`config.mk`:
```
export PLATFORM = sky130hd
export DESIGN_NAME = pip_walk
export DESIGN_NICKNAME = d
export VERILOG_FILES = /design/src/rtl/pip_pkg.sv /design/src/rtl/pip_walk.sv
export SDC_FILE = /design/constraint.sdc
export NUM_CORES = 1
export LEC_CHECK = 0
export BUFFER_PORTS_ARGS = -buffer_cell sky130_fd_sc_hd__buf_2
export CAP_MARGIN = 40
export CORE_ASPECT_RATIO = 0.9
export CORE_MARGIN = 4
export CORE_UTILIZATION = 44
export CTS_CLUSTER_DIAMETER = 200
export DETAILED_ROUTE_END_ITERATION = 6
export PLACE_DENSITY = 0.72
export SYNTH_ARGS = -nofsm -noshare
export SYNTH_HDL_FRONTEND = slang
export SYNTH_SLANG_ARGS = --single-unit
export TNS_END_PERCENT = 100
```
`constraint.sdc`:
```
create_clock -name clk -period 6 [get_ports clk]
set_input_delay 1.2 -clock clk [delete_from_list [all_inputs] [get_ports clk]]
set_output_delay 1.2 -clock clk [all_outputs]
set_load 0.05 [all_outputs]
```
`src/rtl/pip_pkg.sv`:
```
package pip_pkg;

    localparam int MAX_CORNERS = 16;
    localparam int IDX_W       = $clog2(MAX_CORNERS);
    localparam int CNT_W       = $clog2(MAX_CORNERS + 1);
    localparam int COUNT_W     = 5;
    localparam int INDEX_W     = 4;
    localparam int LAT_W       = 25;
    localparam int LON_W       = 26;

    localparam logic OP_WRITE = 1'b0;
    localparam logic OP_TEST  = 1'b1;

    typedef logic signed [LAT_W-1:0] lat_t;
    typedef logic signed [LON_W-1:0] lon_t;

    typedef struct packed {
        lat_t lat;
        lon_t lon;
    } corner_t;

    localparam int CORNER_W = $bits(corner_t);

    typedef struct packed {
        logic valid;
        logic in_poly;
    } pip_done_t;

    // On a straddling edge the truncated quotient (lat - lat_i) / (lat_j - lat_i)
    // is 1 only when lat_i lies south and lat_j equals lat, otherwise 0, so
    // the crossing longitude is one of the two end longitudes.
    function automatic logic edge_toggle(lat_t lat, lon_t lon, corner_t ci, corner_t cj);
        logic si;
        logic sj;
        logic west;
        lon_t x;
        si   = ci.lat < lat;
        sj   = cj.lat < lat;
        west = (ci.lon <= lon) || (cj.lon <= lon);
        x    = (si && (cj.lat == lat)) ? cj.lon : ci.lon;
        return (si ^ sj) && west && (x < lon);
    endfunction

endpackage

```
`src/rtl/pip_walk.sv`:
```
module pip_walk import pip_pkg::*; (
    input  logic             clk,
    input  logic             rst_n,
    input  logic             start,
    input  logic [CNT_W-1:0] n,
    input  lat_t             lat,
    input  lon_t             lon,
    output logic             idle,
    output logic [IDX_W-1:0] raddr,
    input  corner_t          rdata,
    input  logic             out_free,
    output pip_done_t        done
);

    typedef enum logic [3:0] {
        S_IDLE = 4'b0001,
        S_LAST = 4'b0010,
        S_RUN  = 4'b0100,
        S_DONE = 4'b1000
    } state_t;

    state_t           state_reg, state_next;
    logic [CNT_W-1:0] ptr_reg, ptr_next;
    corner_t          prev_reg, prev_next;
    lat_t             lat_reg, lat_next;
    lon_t             lon_reg, lon_next;
    logic             acc_reg, acc_next;

    always_comb
    begin
        state_next   = state_reg;
        ptr_next     = ptr_reg;
        prev_next    = prev_reg;
        lat_next     = lat_reg;
        lon_next     = lon_reg;
        acc_next     = acc_reg;
        raddr        = ptr_reg[IDX_W-1:0];
        done.valid   = 1'b0;
        done.in_poly = acc_reg;
        unique case (state_reg)
            S_IDLE:
            begin
                // first edge closes the ring: fetch the last corner
                raddr = IDX_W'(n - 1'b1);
                if (start)
                begin
                    lat_next   = lat;
                    lon_next   = lon;
                    acc_next   = 1'b0;
                    ptr_next   = '0;
                    state_next = (n == '0) ? S_DONE : S_LAST;
                end
            end
            S_LAST:
            begin
                prev_next  = rdata;
                ptr_next   = ptr_reg + 1'b1;
                state_next = S_RUN;
            end
            S_RUN:
            begin
                acc_next  = acc_reg ^ edge_toggle(lat_reg, lon_reg, rdata, prev_reg);
                prev_next = rdata;
                if (ptr_reg == n)
                begin
                    state_next = S_DONE;
                end
                else
                begin
                    ptr_next = ptr_reg + 1'b1;
                end
            end
            S_DONE:
            begin
                done.valid = 1'b1;
                if (out_free)
                begin
                    state_next = S_IDLE;
                end
            end
            default:
            begin
                state_next = S_IDLE;
            end
        endcase
    end

    always_ff @(posedge clk or negedge rst_n)
    begin
        if (!rst_n)
        begin
            state_reg <= S_IDLE;
            ptr_reg   <= '0;
            acc_reg   <= 1'b0;
        end
        else
        begin
            state_reg <= state_next;
            ptr_reg   <= ptr_next;
            acc_reg   <= acc_next;
        end
    end

    always_ff @(posedge clk)
    begin
        prev_reg <= prev_next;
        lat_reg  <= lat_next;
        lon_reg  <= lon_next;
    end

    assign idle = (state_reg == S_IDLE);

endmodule

```
## Yosys cells after proc, flatten, opt, wreduce, memory -nomap -nowiden

Index checks and enable logic that the tools add are counted.

- Memories kept: 0
- Latch bits: 0
- RAM bits: 0
- Word-level logic and storage cells: 51
- Register bits: 112
- Memory bits (read-only): 0
- Output and inout bits: 7

- Div/mod/pow operators: 0
- Eq/ne operators: 10
- Reductions and logical operators: 12
- Add/sub/neg operators: 2
- Shifts and indexed selects: 0
- Order comparisons: 5
- Multiplexer cells: 13
- Bitwise operators: 2
- $mul: 0

Operators by type and width:

| operator | number |
|---|---|
| <= comparator 26 bit | 2 |
| < comparator 25 bit | 2 |
| < comparator 26 bit | 1 |
| 2-to-1 mux 26 bit | 1 |
| equality test 25 bit | 1 |
| 2-to-1 mux 4 bit | 5 |
| case mux 4 bit (4 select lines) | 1 |
| case mux 5 bit (3 select lines) | 1 |
| 2-to-1 mux 5 bit | 2 |
| inequality test 2 bit (second input constant) | 4 |
| AND reduction 3 bit | 2 |
| adder 5 x 1 -> 5 bit (second input constant) | 1 |
| equality test 5 bit | 1 |
| zero test 5 bit | 1 |
| equality test 4 x 1 -> 1 bit (second input constant) | 1 |
| equality test 4 x 2 -> 1 bit (second input constant) | 1 |
| equality test 4 x 3 -> 1 bit (second input constant) | 1 |
| equality test 4 bit (second input constant) | 1 |
| AND reduction 2 bit | 2 |
| subtractor 4 x 1 -> 4 bit (second input constant) | 1 |
| logical AND 1 bit | 3 |
| nonzero test 3 bit | 1 |
| 2-to-1 mux 1 bit | 2 |
| case mux 1 bit (2 select lines) | 1 |
| 4 further kinds | 5 |

## Longest topological paths before layout

- Word-level depth: 7
- Gate-level depth with buffers: 21
- Depth with buffers taken out: 19

## Worst setup path before layout

Ideal clock, no wire load.

- Path type: input to register
- Start point: in rdata[38] (netlist name)
- End point: reg acc_reg
- Data arrival time: 4.840 ns
- Path slack: 1.037 ns
- Stages: 20
- Data required time: 5.877 ns
- Library setup time: 0.123 ns
- Cell sequence: ha_1 > a21oi_2 > o21ai_2 > a2111oi_4 > a21oi_1 > o21ai_0 > and3_1 > buf_6 > buf_2 > mux2_2 > ha_1 > a211o_1 > a31oi_1 > o21ai_0 > a211oi_1 > a32o_1 > nand2_1 > a31oi_1 > nand4_1 > mux2i_1

- Cells in the longest elaborated chain, start to end: 7
- Elaborated cells on any way between the ends: 9

Ends and longest elaborated chain:

| what | RTL line | source |
|---|---|---|
| from (decl) | pip_walk.sv:10 | `input corner_t rdata,` |
| < comparator 25 bit (*) | pip_pkg.sv:37 | `si = ci.lat < lat;` |
| logical AND 1 bit | pip_pkg.sv:40 | `x = (si && (cj.lat == lat)) ? cj.lon : ci.lon;` |
| 2-to-1 mux 26 bit | pip_pkg.sv:40 |  |
| < comparator 26 bit | pip_pkg.sv:41 | `return (si ^ sj) && west && (x < lon);` |
| logical AND 1 bit (*) | pip_pkg.sv:41 |  |
| bitwise XOR 1 bit (*) | pip_walk.sv:62 | `acc_next = acc_reg ^ edge_toggle(lat_reg, lon_reg, rdata, prev_reg);` |
| case mux 1 bit (2 select lines) (*) | pip_walk.sv:40 | `unique case (state_reg)` |
| to (signal assigned) | pip_walk.sv:100 | `acc_reg <= acc_next;` |
| to (decl) | pip_walk.sv:27 | `logic acc_reg, acc_next;` |

Every way passes the cells marked *; elsewhere a longest branch is shown, timed or not.
A chain may end at the register's enable or synchronous reset.

## Worst setup path after layout

- Start point: in rdata[50] (netlist name)
- End point: reg acc_reg

Same word-level chain as after synthesis.

==> impl_metrics.toml <==
[cts]
cts-root-buf = "clkbuf_16"
insertion_delay_ps = 360
hold_buffers = 0
cts.sinks = 112
cts_buffer_depth = 2
cts_tree = "yes"
cts_buffers = 9
htree_levels = 3
post-cts-setup-buffer-count = 0
post_cts_resized = 0
clkSlewWorstSetupHoldPaths_ps = 80

[route]
post_drt_wl_per_cell_um = 16.8
drc = 0
post_drt_via_cell_ratio = 5.39
ant_nets = 0
routed_wl_um = 15700
num_vias = 5043
drt_iter0_drc = 211
drt_pass1_iterations = 5

[setup_path]
regToRegStartpoint = "lat_reg[24]$_DFFE_PP_"
r2r_cells = 20
r2r-end = "acc_reg$_DFFE_PN0P_"
worstSetupStartpointType = "primary input"
worst-setup-path-type = "primary input to flop"
timing.critical_path.fanout_max = 26
r2r_slack_ps = 1430
cp.required_ps = 6300
cp-end-kind = "flop"
worst_ep_arrival_time_ps = 5390

[sta]
grt_setup_unrepaired = "no"
fin_crit_sh_pct = 84.8
worstMarginPinSlew_ps = 878
fin_setup_tns_ps = 0
clock.fmax_mhz = 196
worst_slack_ps = 910
report.final.slew_viol_count = 0
fin_crit_ps = 5090
setup_viol = 0
hold_viol = 0
slew_headroom_pct = 40.7
skew_ps = 10.9

[pwr]
switching_share_pct = 36.8
p_int_mw = 1.78
p_total_mw = 2.82
p_leak_nw = 3.68
clkPwrFrac_pct = 22.9
vdd_ir_drop_max_v = 0.000430
combPwrFrac_pct = 36.6
power.density_nw_per_um2 = 343
seqPwrFrac_pct = 40.5
switchingPower_mw = 1.04

[min_path]
hp-class = "flop to flop"
min_path_cells = 1
hold_end = "acc_reg$_DFFE_PN0P_"
worstHoldStart = "acc_reg$_DFFE_PN0P_"

[logic_synthesis]
syn-cell-area_um2 = 7060
yosysSeqAreaShare_pct = 46.9
ys_types = 53
synth_nets = 841
postSynth.asyncResetShare_pct = 8.93
syn_inst = 601
syn_avg_cell_area_um2 = 11.8
yosys_warnings = 0
ys_ff_latch = 112
synth_edf_count = 102
synth_ff_type = "edfxtp_1"

[global_routing]
grt_pass1_wl_um = 25700
grt_remaining_overflow = 0
grt_max_degree = 55
grt_usage_pct = 17.9
grt_pass1_vias = 5255
antenna_found_initial = 2

[finish]
fin_nets = 967
multiInputGateArea_um2 = 3460
largest_reg_flops = 51
drive_gt1_share_pct = 23.6
fill_cells = 1363
regArea_um2 = 3310
area_growth_pct = 16.5

[floorplanning]
io_pins = 118
core_area_um2 = 15600
fp-row-count = 43
start_util_pct = 45.3
die_area_um2 = 18100
die_w_um = 142
fp.dieH_um = 128

[placed_design]
hpwl_um = 12300
io_buffers = 117
place_ws_ps = 577
gp_congestion = 0.894

[run_status]
status = "finished clean"

[run]
maxCapViolCount = 0
synthesized netlist by cell type (2+ instances only):
| master | count | area share, % |
|---|---|---|
| nor2b_1 | 11 | 0.97 |
| nand2b_1 | 4 | 0.35 |
| nand3_1 | 9 | 0.64 |
| dfrtp_1 | 9 | 3.2 |
| a211oi_1 | 5 | 0.53 |
| ha_1 | 129 | 23 |
| o211ai_1 | 3 | 0.32 |
| a2bb2oi_1 | 2 | 0.25 |
| edfxtp_1 | 102 | 43 |
| a21oi_2 | 2 | 0.25 |
| nor3_1 | 10 | 0.71 |
| xor2_1 | 6 | 0.74 |
| o31ai_1 | 4 | 0.43 |
| a32o_1 | 2 | 0.28 |
| buf_2 | 2 | 0.14 |
| o21a_1 | 4 | 0.43 |
| inv_1 | 67 | 3.6 |
| nand2_1 | 29 | 1.5 |
| a21oi_1 | 40 | 2.8 |
| a211o_1 | 2 | 0.25 |
| o21ai_0 | 25 | 1.8 |
| or2_2 | 2 | 0.18 |
| nor2_1 | 25 | 1.3 |
| nor4_1 | 5 | 0.44 |
| mux2i_1 | 2 | 0.28 |
| mux2_2 | 25 | 4.0 |
| and4_1 | 3 | 0.37 |
| nand4_1 | 20 | 1.8 |
| a31oi_1 | 6 | 0.53 |
| nor4b_1 | 3 | 0.37 |
| xnor2_1 | 6 | 0.74 |
| a21o_1 | 11 | 1.2 |
| o21bai_1 | 2 | 0.21 |
| and3_1 | 5 | 0.44 |
cell families (layout without fill, tap and decap cells):
kind of cell,Yosys count,in the layout,synth area share [%]
simple gates,132,132,9.87
compound gates,116,116,10.5
xor+xnor,12,12,1.49
mux,27,27,4.27
buf+inv,73,204,4.07
flops,112,112,46.9
other cells,0,1,0
fa+ha+maj,129,129,22.8
stage by stage:
stage | area [um2] | utilization [%] | hold WS (ps) | cells
floorplan | 7060 | - | 446 | 601
global placement | 7910 | 50.7 | 489 | 918
detailed placement | 7910 | 50.7 | 487 | 918
CTS | 8230 | 52.7 | 503 | 934
global route | 8230 | 52.7 | 515 | 935
finish | 8230 | 52.7 | 498 | 935
layout make-up:
type | instances | area share [%]
diodes | 1 | 0.0304
clock buffers | 9 | 2.74
clock inverters | 7 | 1.16
inverters | 68 | 3.10
multi-input cells | 416 | 42.1
flip-flops and latches | 112 | 40.3
well taps | 202 | 3.07
repair buffers | 120 | 7.54
worst max-delay path: stages:
cell	delay, ps
buf_2	110
ha_1	340
nand4_1	170
nor4_1	400
o21ai_0	150
a21oi_1	190
or3_4	170
and3_1	200
buf_12	210
mux2_2	360
ha_1	280
and4_1	220
nand3_1	120
nor4_1	430
o21ai_0	180
a32o_1	250
nand2_1	60
a31oi_1	40
nand4_1	120
mux2i_1	180
power groups by stage:
stage / Combinational, mW / Sequential, mW / Clock (mW)
final: 1.03 / 1.14 / 0.647
after global routing: 1.18 / 1.16 / 0.705
after CTS: 1.04 / 1.14 / 0.677
after detailed placement: 1.03 / 1.16 / 0
after global placement: 0.993 / 1.15 / 0
after floorplan: 0.739 / 1.14 / 0
layout by cell type (no fill, tap or decap), types with 3 or more instances in the layout:
| cell | Yosys | layout |
|---|---|---|
| nor4_1 | 5 | 5 |
| nand2_1 | 29 | 29 |
| a21o_1 | 11 | 11 |
| nand3_1 | 9 | 9 |
| clkbuf_16 | 0 | 9 |
| edfxtp_1 | 102 | 102 |
| mux2_2 | 25 | 25 |
| buf_2 | 2 | 117 |
| ha_1 | 129 | 129 |
| nor2_1 | 25 | 25 |
| o31ai_1 | 4 | 4 |
| nand4_1 | 20 | 20 |
| a211oi_1 | 5 | 5 |
| a31oi_1 | 6 | 6 |
| and3_1 | 5 | 5 |
| o21ai_0 | 25 | 25 |
| inv_1 | 67 | 65 |
| xor2_1 | 6 | 6 |
| nor4b_1 | 3 | 3 |
| nand2b_1 | 4 | 4 |
| o211ai_1 | 3 | 3 |
| a21oi_1 | 40 | 40 |
| o21a_1 | 4 | 4 |
| dfrtp_1 | 9 | 9 |
| and4_1 | 3 | 3 |
| nor3_1 | 10 | 10 |
| nor2b_1 | 11 | 11 |
| xnor2_1 | 6 | 6 |
layer usage:
metal / vias up / GRT usage, % / routed length, um
met2: 130 / 28.1 / 7060
met1: 2372 / 24.4 / 7460
met5: - / 0 / 13
met3: 23 / 4.36 / 858
met4: 2 / 6.09 / 320
li1: 2516 / - / -
worst max-delay path by stage:
stage                   start             endpoint  cells after the start
global route        rdata[44]  acc_reg$_DFFE_PN0P_                     20
global placement    rdata[50]  acc_reg$_DFFE_PN0P_                     20
floorplan           rdata[38]  acc_reg$_DFFE_PN0P_                     20
detailed placement  rdata[50]  acc_reg$_DFFE_PN0P_                     20
CTS                 rdata[50]  acc_reg$_DFFE_PN0P_                     20
finish              rdata[50]  acc_reg$_DFFE_PN0P_                     20
Note: power is estimated with default switching activity, not from simulation.
