==> src/rtl/pip_ram.sv <==
module pip_ram #(
    parameter int WIDTH = 8,
    parameter int DEPTH = 16
) (
    input  logic                     clk,
    input  logic                     we,
    input  logic [$clog2(DEPTH)-1:0] waddr,
    input  logic [WIDTH-1:0]         wdata,
    input  logic [$clog2(DEPTH)-1:0] raddr,
    output logic [WIDTH-1:0]         rdata
);

    logic [WIDTH-1:0] mem_reg [DEPTH];
    logic [WIDTH-1:0] rdata_reg;

    always_ff @(posedge clk)
    begin
        if (we)
        begin
            mem_reg[waddr] <= wdata;
        end
        rdata_reg <= mem_reg[raddr];
    end

    assign rdata = rdata_reg;

endmodule

==> config.mk <==
export PLATFORM = sky130hd
export DESIGN_NAME = pip_ram
export DESIGN_NICKNAME = d
export VERILOG_FILES = /design/src/rtl/pip_ram.sv
export SDC_FILE = /design/constraint.sdc
export NUM_CORES = 1
export LEC_CHECK = 0
export ABC_AREA = 1
export BUFFER_PORTS_ARGS = -buffer_cell sky130_fd_sc_hd__buf_2
export CAP_MARGIN = 20
export CELL_PAD_IN_SITES_DETAIL_PLACEMENT = 1
export CELL_PAD_IN_SITES_GLOBAL_PLACEMENT = 1
export CORE_AREA = 2 2 118 120
export CTS_BUF_LIST = sky130_fd_sc_hd__clkbuf_4 sky130_fd_sc_hd__clkbuf_8 sky130_fd_sc_hd__clkbuf_16
export DETAILED_ROUTE_END_ITERATION = 8
export DIE_AREA = 0 0 120 122
export PLACE_DENSITY = 0.81
export SLEW_MARGIN = 20
export SYNTH_ARGS = -nofsm -noshare
export SYNTH_HDL_FRONTEND = slang
export SYNTH_SLANG_ARGS = --single-unit
==> constraint.sdc <==
create_clock -name clk -period 1.1 [get_ports clk]
set_input_delay 0.22 -clock clk [delete_from_list [all_inputs] [get_ports clk]]
set_output_delay 0.22 -clock clk [all_outputs]
set_load 0.02 [all_outputs]
# == Word-level counts from Yosys, hierarchy flattened ==
# Memories as Yosys holds them, arrays and structs flattened. A register that Yosys moved wholly into a read port is not among the register bits.
# Cells that the tools add are included.
# word_totals
register_bits,0
mem_bits_rw,128
in_bits,18
out_inout_bits,8
elab_cells,3
n_memories,1
# memory_table
name,depth,width,read_ports,rd_ports_with_merged_regs,write_ports,line_no,rtl
mem_reg,16,8,1,1,1,13,logic [WIDTH-1:0] mem_reg [DEPTH];
# classes
mux,2
# ops
op,n
1-bit 2-to-1 mux,2

# == Depth between registers and ports, before layout ==
# Gate-level depths: netlist (run 1).
# logic_depth
word_depth,2
depth_mapped,8
mapped_depth_nobuf,7

# == Worst setup path before layout (run 1) ==
# OpenSTA, ideal clock, no wires.
# synth_timing
path_type,input -> register
from,in waddr[3]
to,"mem mem_reg[4][0], enable pin"
setup_ps,370
t_arrival_ps,801
required_ps,730
slack_ps,-71
stages,2
path_buffers,0
cell_sequence,nand3b_1 -> nor2_1
# synth_lines
element,line_no,rtl
start: declaration,7,"input logic [$clog2(DEPTH)-1:0] waddr,"
end: declaration,13,
# Straight into the memory's write port.

# == Final worst setup path (run 1) ==
# layout_timing
from,reg rdata_reg[4] (netlist: rdata[4]) (read register of mem_reg)
to,out rdata[4]
# layout_lines
element,line_no,rtl
start: declaration,14,logic [WIDTH-1:0] rdata_reg;
end: declaration,10,output logic [WIDTH-1:0] rdata
# No word-level cell between the ends.

==> results.json, run 1 <==
{
  "portion_of_the_post_synthesis_area_used_by_sequential_elements_pct": 69.4,
  "cellLeakagePower_nw": 3.07,
  "p_switching_mw": 2.78,
  "clock_sink_count": 136,
  "timing.critical_path.to_type": "output port",
  "drive_above_1_share_pct": 16.6,
  "max_stage_delay_ns": 0.37,
  "first_iter_violations": 293,
  "fin_ws_ns": -0.0272,
  "final_common_cell": "sky130_fd_sc_hd__nand2_1",
  "dr_total_vias": 4054,
  "drtPass1Iterations": 4,
  "grt_setup_unrepaired": "true",
  "setup.worst_path.start": "rdata[4]",
  "largest_family_of_logic_cells_by_synthesized_area": "simple AND/OR/NAND/NOR gates",
  "design.portCount": 26,
  "remaining_routing_drc_violations": 0,
  "intPower_mw": 10.1,
  "tns_ns": -0.0564,
  "syn_to_final_growth_pct": 22.9,
  "post_synthesis_compound_gate_area_fraction_pct": 0,
  "layout.cell_area.non_filler_sq_um": 7090,
  "avgRoutedWirePerCell_um": 19.9,
  "post-route-period-util_pct": 102,
  "totalPowerFinal_mw": 12.9,
  "tightest_slew_ns": 0.355,
  "globalplace.congestion": 0.812,
  "crit_path_top_delay_cell": "sky130_fd_sc_hd__dfxtp_4",
  "core.rowCount": 43,
  "routed_wl_um": 15900,
  "path_max_fanout": 1,
  "failed_checks": "setup timing",
  "setup_cp_type": "reg2out",
  "postSynthRegisterBits": 136,
  "floorplan.die.height_um": 122,
  "largest_register_ffs": 128,
  "commonest_cells_after_routing_fill_and_taps_aside": "sky130_fd_sc_hd__nand2_1 (173), sky130_fd_sc_hd__edfxtp_1 (128), sky130_fd_sc_hd__inv_1 (100)",
  "yosys.area_share.simple_pct": 21.0,
  "number_of_nets_in_the_layout": 625,
  "clk-insertion-delay-late_ns": 0.42,
  "post_drt_via_cell_ratio": 5.07,
  "num_antenna_cells": 0,
  "postSynthAreaPerCell_sq_um": 10.5,
  "r2r_slack_ns": 0.09,
  "synth_fp_nets": 569,
  "max_cap_viol_count": 0,
  "power_frac_clock_pct": 47.7,
  "worst-path-stages": 1,
  "synth_mux_area_share_pct": 0,
  "groute.usage.overall_pct": 23.4,
  "cell_by_cell_listing_of_the_critical_path": "buf_6",
  "tritoncts": "yes",
  "critical_path.endpoint": "rdata[4]",
  "antenna_violations_before_repair": 0,
  "setup.worst_path.start_class": "flop",
  "number_of_cells_produced_by_synthesis": 551,
  "hpwl_um": 9910,
  "crit-reg2reg-capture": "rdata[4]",
  "effective_utilization_at_floorplan_pct": 42.7,
  "final_critical_path_time_including_i_o_delays_and_setup_ns": 1.13,
  "max-clock-path-buffers": 2,
  "power_frac_seq_pct": 45.3,
  "post_synth_num_cell_types": 12,
  "ant_nets": 0,
  "cts-buffers-inserted": 17,
  "largest_net_degree_at_the_start_of_global_routing": 30,
  "critical_path_required_ns": 0.88,
  "yosys_warnings": 0,
  "clockRootBuffer": "sky130_fd_sc_hd__clkbuf_16",
  "crit_arrival_ns": 0.91,
  "run_status": "finished, violations left",
  "finalHoldViolations": 0,
  "timing.hold.worst.class": "in2reg",
  "placement.cell_area_sq_um": 6380,
  "top_cell_family_by_delay_on_the_critical_path": "flip-flops",
  "design.die.area_sq_um": 14600,
  "timing.rr.start": "mem_reg[12][4]",
  "cts-hold-fix-buffers": 0,
  "cts-htree-levels": 4,
  "holdWs_ns": 0.205,
  "grt.overflow.total": 0,
  "syn_area_sq_um": 5770,
  "critical_path_buf_inv_count": 1,
  "floorplan.die.width_um": 120,
  "power.density_nw_per_um2": 1820,
  "place.port_buffers": 25,
  "timing_max_transition_violations_final": 0,
  "slew-limit-headroom_pct": 76.3,
  "design.core.area_sq_um": 13500,
  "vdd_ir_drop_max_mv": 0.988,
  "synthXorXnorAreaFrac_pct": 0,
  "reg2reg_path_depth": 6,
  "combinationalPowerShare_pct": 6.9,
  "grt_first_pass_wirelength_um": 24900,
  "via_count_of_the_first_global_routing_pass": 4595,
  "yosys.area_share.adder_pct": 0,
  "finClkSkew_ns": 0.00772,
  "clk_transition_reported_paths_ns": 0.05,
  "max_clock_freq_mhz": 887,
  "net_switching_fraction_of_the_power_pct": 21.5,
  "setup_viol_count_final": 4
}
## synthesized netlist by cell type
cell type | instances | area, sq um
sky130_fd_sc_hd__nand2_1 | 173 | 649
sky130_fd_sc_hd__dfxtp_1 | 8 | 160
sky130_fd_sc_hd__nand3_1 | 97 | 485
sky130_fd_sc_hd__edfxtp_1 | 128 | 3840
sky130_fd_sc_hd__inv_2 | 2 | 7.51
sky130_fd_sc_hd__buf_1 | 1 | 3.75
sky130_fd_sc_hd__inv_1 | 100 | 375
sky130_fd_sc_hd__buf_4 | 4 | 30.0
sky130_fd_sc_hd__nor2_1 | 17 | 63.8
sky130_fd_sc_hd__nand3b_1 | 2 | 15.0
sky130_fd_sc_hd__buf_6 | 6 | 67.6
sky130_fd_sc_hd__buf_2 | 13 | 65.1
## logic make-up (layout without fill, tap and decap cells)
kind of cell	Yosys count	in the layout
flops	136	136
buf+inv	126	195
simple gates	289	289
## worst min-delay path by stage
stage | start | to | slack, ns | cells past startpoint
3_3_place_gp | wdata[4] | mem_reg[6][4] | 0.63 | 1
6_report | wdata[6] | mem_reg[14][6] | 0.21 | 1
4_1_cts | wdata[4] | mem_reg[3][4] | 0.20 | 1
2_1_floorplan | wdata[0] | mem_reg[0][0] | 0.32 | 0
3_5_place_dp | rdata[7] | rdata[7] | 0.64 | 1
5_1_grt | wdata[6] | mem_reg[0][6] | 0.21 | 1
## cell type report
type / count / area, sq um
Fill cell: 1465 / 6420
Sequential cell: 136 / 4010
Multi-Input combinational cell: 289 / 1230
Timing Repair Buffer: 61 / 596
Clock buffer: 18 / 433
Inverter: 102 / 383
Tap cell: 180 / 225
Clock inverter: 14 / 204
## timing repair
item / 4_1_cts / 5_1_grt
buffers inserted: 0 / 0
gates resized for setup: 19 / 5
setup endpoints to repair: 8 / 9
## layer usage
layer  global-route usage (%)  share of wire (%)
met3                     5.24                5.8
met2                     40.5                 52
met5                        0                  0
met1                     26.9                 39
met4                     13.4                4.0
## power groups by stage
| stage | registers, mW | logic, mW | clock network (mW) |
|---|---|---|---|
| CTS | 5.85 | 0.895 | 6.23 |
| global route | 5.87 | 0.979 | 6.38 |
| global placement | 5.94 | 0.803 | 0 |
| detailed placement | 5.95 | 0.840 | 0 |
| floorplan | 5.97 | 0.412 | 0 |
| finish | 5.86 | 0.898 | 6.17 |
## per-stage QoR
stage / setup slack [ns] / utilization, % / std cells
after global routing: -0.0413 / 52.5 / 800
after detailed placement: -0.224 / 47.3 / 768
after floorplan: -0.0708 / - / 551
after CTS: -0.0411 / 52.3 / 800
after global placement: -0.172 / 47.3 / 768
final: -0.0272 / 52.5 / 800
No activity file was read; power rests on OpenSTA's default activity.
==> run 2, diff against run 1 <==
--- a/config.mk
+++ b/config.mk
@@ -11,10 +11,9 @@
 export CELL_PAD_IN_SITES_DETAIL_PLACEMENT = 1
 export CELL_PAD_IN_SITES_GLOBAL_PLACEMENT = 1
 export CORE_AREA = 2 2 118 120
-export CTS_BUF_LIST = sky130_fd_sc_hd__clkbuf_4 sky130_fd_sc_hd__clkbuf_8 sky130_fd_sc_hd__clkbuf_16
 export DETAILED_ROUTE_END_ITERATION = 8
 export DIE_AREA = 0 0 120 122
-export PLACE_DENSITY = 0.81
+export PLACE_DENSITY = 0.83
 export SLEW_MARGIN = 20
 export SYNTH_ARGS = -nofsm -noshare
 export SYNTH_HDL_FRONTEND = slang
==> results.json, run 2 (synthesized netlist as in run 1, its figures left out) <==
{
  "run_status": "finished, violations left",
  "failed_checks": "setup timing",
  "finalHoldViolations": 0,
  "setup.worst_path.start_class": "flop",
  "num_antenna_cells": 0,
  "final_critical_path_time_including_i_o_delays_and_setup_ns": 1.12,
  "timing.hold.worst.class": "in2reg",
  "r2r_slack_ns": 0.02,
  "syn_to_final_growth_pct": 20.5,
  "core.rowCount": 43,
  "number_of_nets_in_the_layout": 623,
  "design.portCount": 26,
  "commonest_cells_after_routing_fill_and_taps_aside": "sky130_fd_sc_hd__nand2_1 (173), sky130_fd_sc_hd__edfxtp_1 (128), sky130_fd_sc_hd__inv_1 (100)",
  "dr_total_vias": 4141,
  "layout.area.seq_sq_um": 4010,
  "tns_ns": -0.0290,
  "via_count_of_the_first_global_routing_pass": 4580,
  "tritoncts": "yes",
  "final_core_utilization_pct": 51.4,
  "place.port_buffers": 25,
  "antenna_violations_before_repair": 0,
  "globalplace.congestion": 0.860,
  "max_clock_freq_mhz": 893,
  "effective_utilization_at_floorplan_pct": 42.7,
  "floorplan.die.height_um": 122,
  "avgRoutedWirePerCell_um": 20.4,
  "final_common_cell": "sky130_fd_sc_hd__nand2_1",
  "layout.cell_area.non_filler_sq_um": 6950,
  "routed_wl_um": 16300,
  "max_stage_delay_ns": 0.35,
  "fin_ws_ns": -0.0204,
  "groute.usage.overall_pct": 23.6,
  "vdd_ir_drop_max_mv": 1.14,
  "largest_net_degree_at_the_start_of_global_routing": 33,
  "clk_transition_reported_paths_ns": 0.06,
  "hpwl_um": 9970,
  "placement.cell_area_sq_um": 6260,
  "place.detailed.instances": 766,
  "drive_above_1_share_pct": 18.0,
  "drtPass1Iterations": 5,
  "preCtsSetupSlack_ns": -0.222,
  "finClkSkew_ns": 0.00682,
  "clk-insertion-delay-late_ns": 0.43,
  "design.die.area_sq_um": 14600,
  "clock_sink_count": 136,
  "critical_path_required_ns": 0.88,
  "power.density_nw_per_um2": 1790,
  "cts-htree-levels": 4,
  "critical_path_buf_inv_count": 1,
  "path_max_fanout": 1,
  "top_cell_family_by_delay_on_the_critical_path": "flip-flops",
  "clockRootBuffer": "sky130_fd_sc_hd__clkbuf_16",
  "slew-limit-headroom_pct": 72.1,
  "crit_arrival_ns": 0.90,
  "cell_by_cell_listing_of_the_critical_path": "buf_6",
  "ant_nets": 0,
  "cts-buffers-inserted": 17,
  "remaining_routing_drc_violations": 0,
  "final.fill_count": 1450,
  "grt.overflow.total": 0,
  "grt_first_pass_wirelength_um": 25100,
  "design.core.area_sq_um": 13500,
  "max-clock-path-buffers": 2,
  "max_cap_viol_count": 0,
  "setup_viol_count_final": 2,
  "cellLeakagePower_nw": 3.01,
  "final_cells": 798,
  "multi_input_area_sq_um": 1270,
  "setup_cp_type": "reg2out",
  "first_iter_violations": 433,
  "timing_max_transition_violations_final": 0,
  "post-route-period-util_pct": 102,
  "grt_setup_unrepaired": "true",
  "crit_path_top_delay_cell": "sky130_fd_sc_hd__dfxtp_2",
  "floorplan.die.width_um": 120,
  "timing.critical_path.to_type": "output port",
  "largest_register_ffs": 128,
  "tightest_slew_ns": 0.419,
  "post_drt_via_cell_ratio": 5.19
}
==> run 2: cell types whose count changed in the layout (fill, tap and decap cells not counted), moves of 2 or more <==
cell / before / now
sky130_fd_sc_hd__nand3_2: 1 / 9
sky130_fd_sc_hd__buf_4: 24 / 31
sky130_fd_sc_hd__clkinvlp_4: 1 / 5
sky130_fd_sc_hd__buf_12: 12 / 3
sky130_fd_sc_hd__nand3_1: 96 / 88
sky130_fd_sc_hd__bufinv_16: 5 / 3
sky130_fd_sc_hd__dfxtp_2: 5 / 8
sky130_fd_sc_hd__dfxtp_1: 2 / 0
==> run 2: layer usage <==
layer  track usage, %  share of wire, %  vias to the layer above
met5                0                 0                        -
met4             13.5               3.7                        0
met3             4.82               6.0                       39
met2             41.0                51                      163
met1             27.2                39                     2060
li1                 -                 -                     1879
==> run 2: per-stage QoR <==
stage          power (mW)  hold WS [ns]
2_1_floorplan        6.38         0.319
4_1_cts              12.5         0.114
3_3_place_gp         6.71         0.512
5_1_grt              12.8         0.137
6_report             12.4         0.133
3_5_place_dp         6.76         0.520
==> run 2: timing repair <==
| item | 4_1_cts | 5_1_grt |
|---|---|---|
| endpoints found under the hold margin | 0 | 0 |
| setup endpoints to repair | 9 | 11 |
| setup buffers | 0 | 0 |
| resized for setup | 24 | 9 |
| hold buffers | 0 | 0 |
==> run 2: cell type report <==
class                   count  area share, %
repair buffers             59           6.74
clock buffers              18           6.18
inverters                 102           5.51
multi-input cells         289           18.3
clock inverters            14           2.27
flip-flops and latches    136           57.8
well taps                 180           3.24
==> run 2: worst paths after layout <==
kind            startpoint        to  cells past startpoint
max               rdata[6]  rdata[6]                      1
min               raddr[3]  rdata[2]                      3
max reg2reg  mem_reg[8][4]  rdata[4]                      6
min reg2reg  mem_reg[2][5]  rdata[5]                      6
==> run 2: power by group <==
group	leakage [nW]	switching, mW	total [mW]	internal, mW
Clock	0.270	2.15	5.68	3.52
Sequential	1.22	0.0503	5.85	5.80
Combinational	1.51	0.619	0.911	0.293
Total	3.01	2.82	12.4	9.62
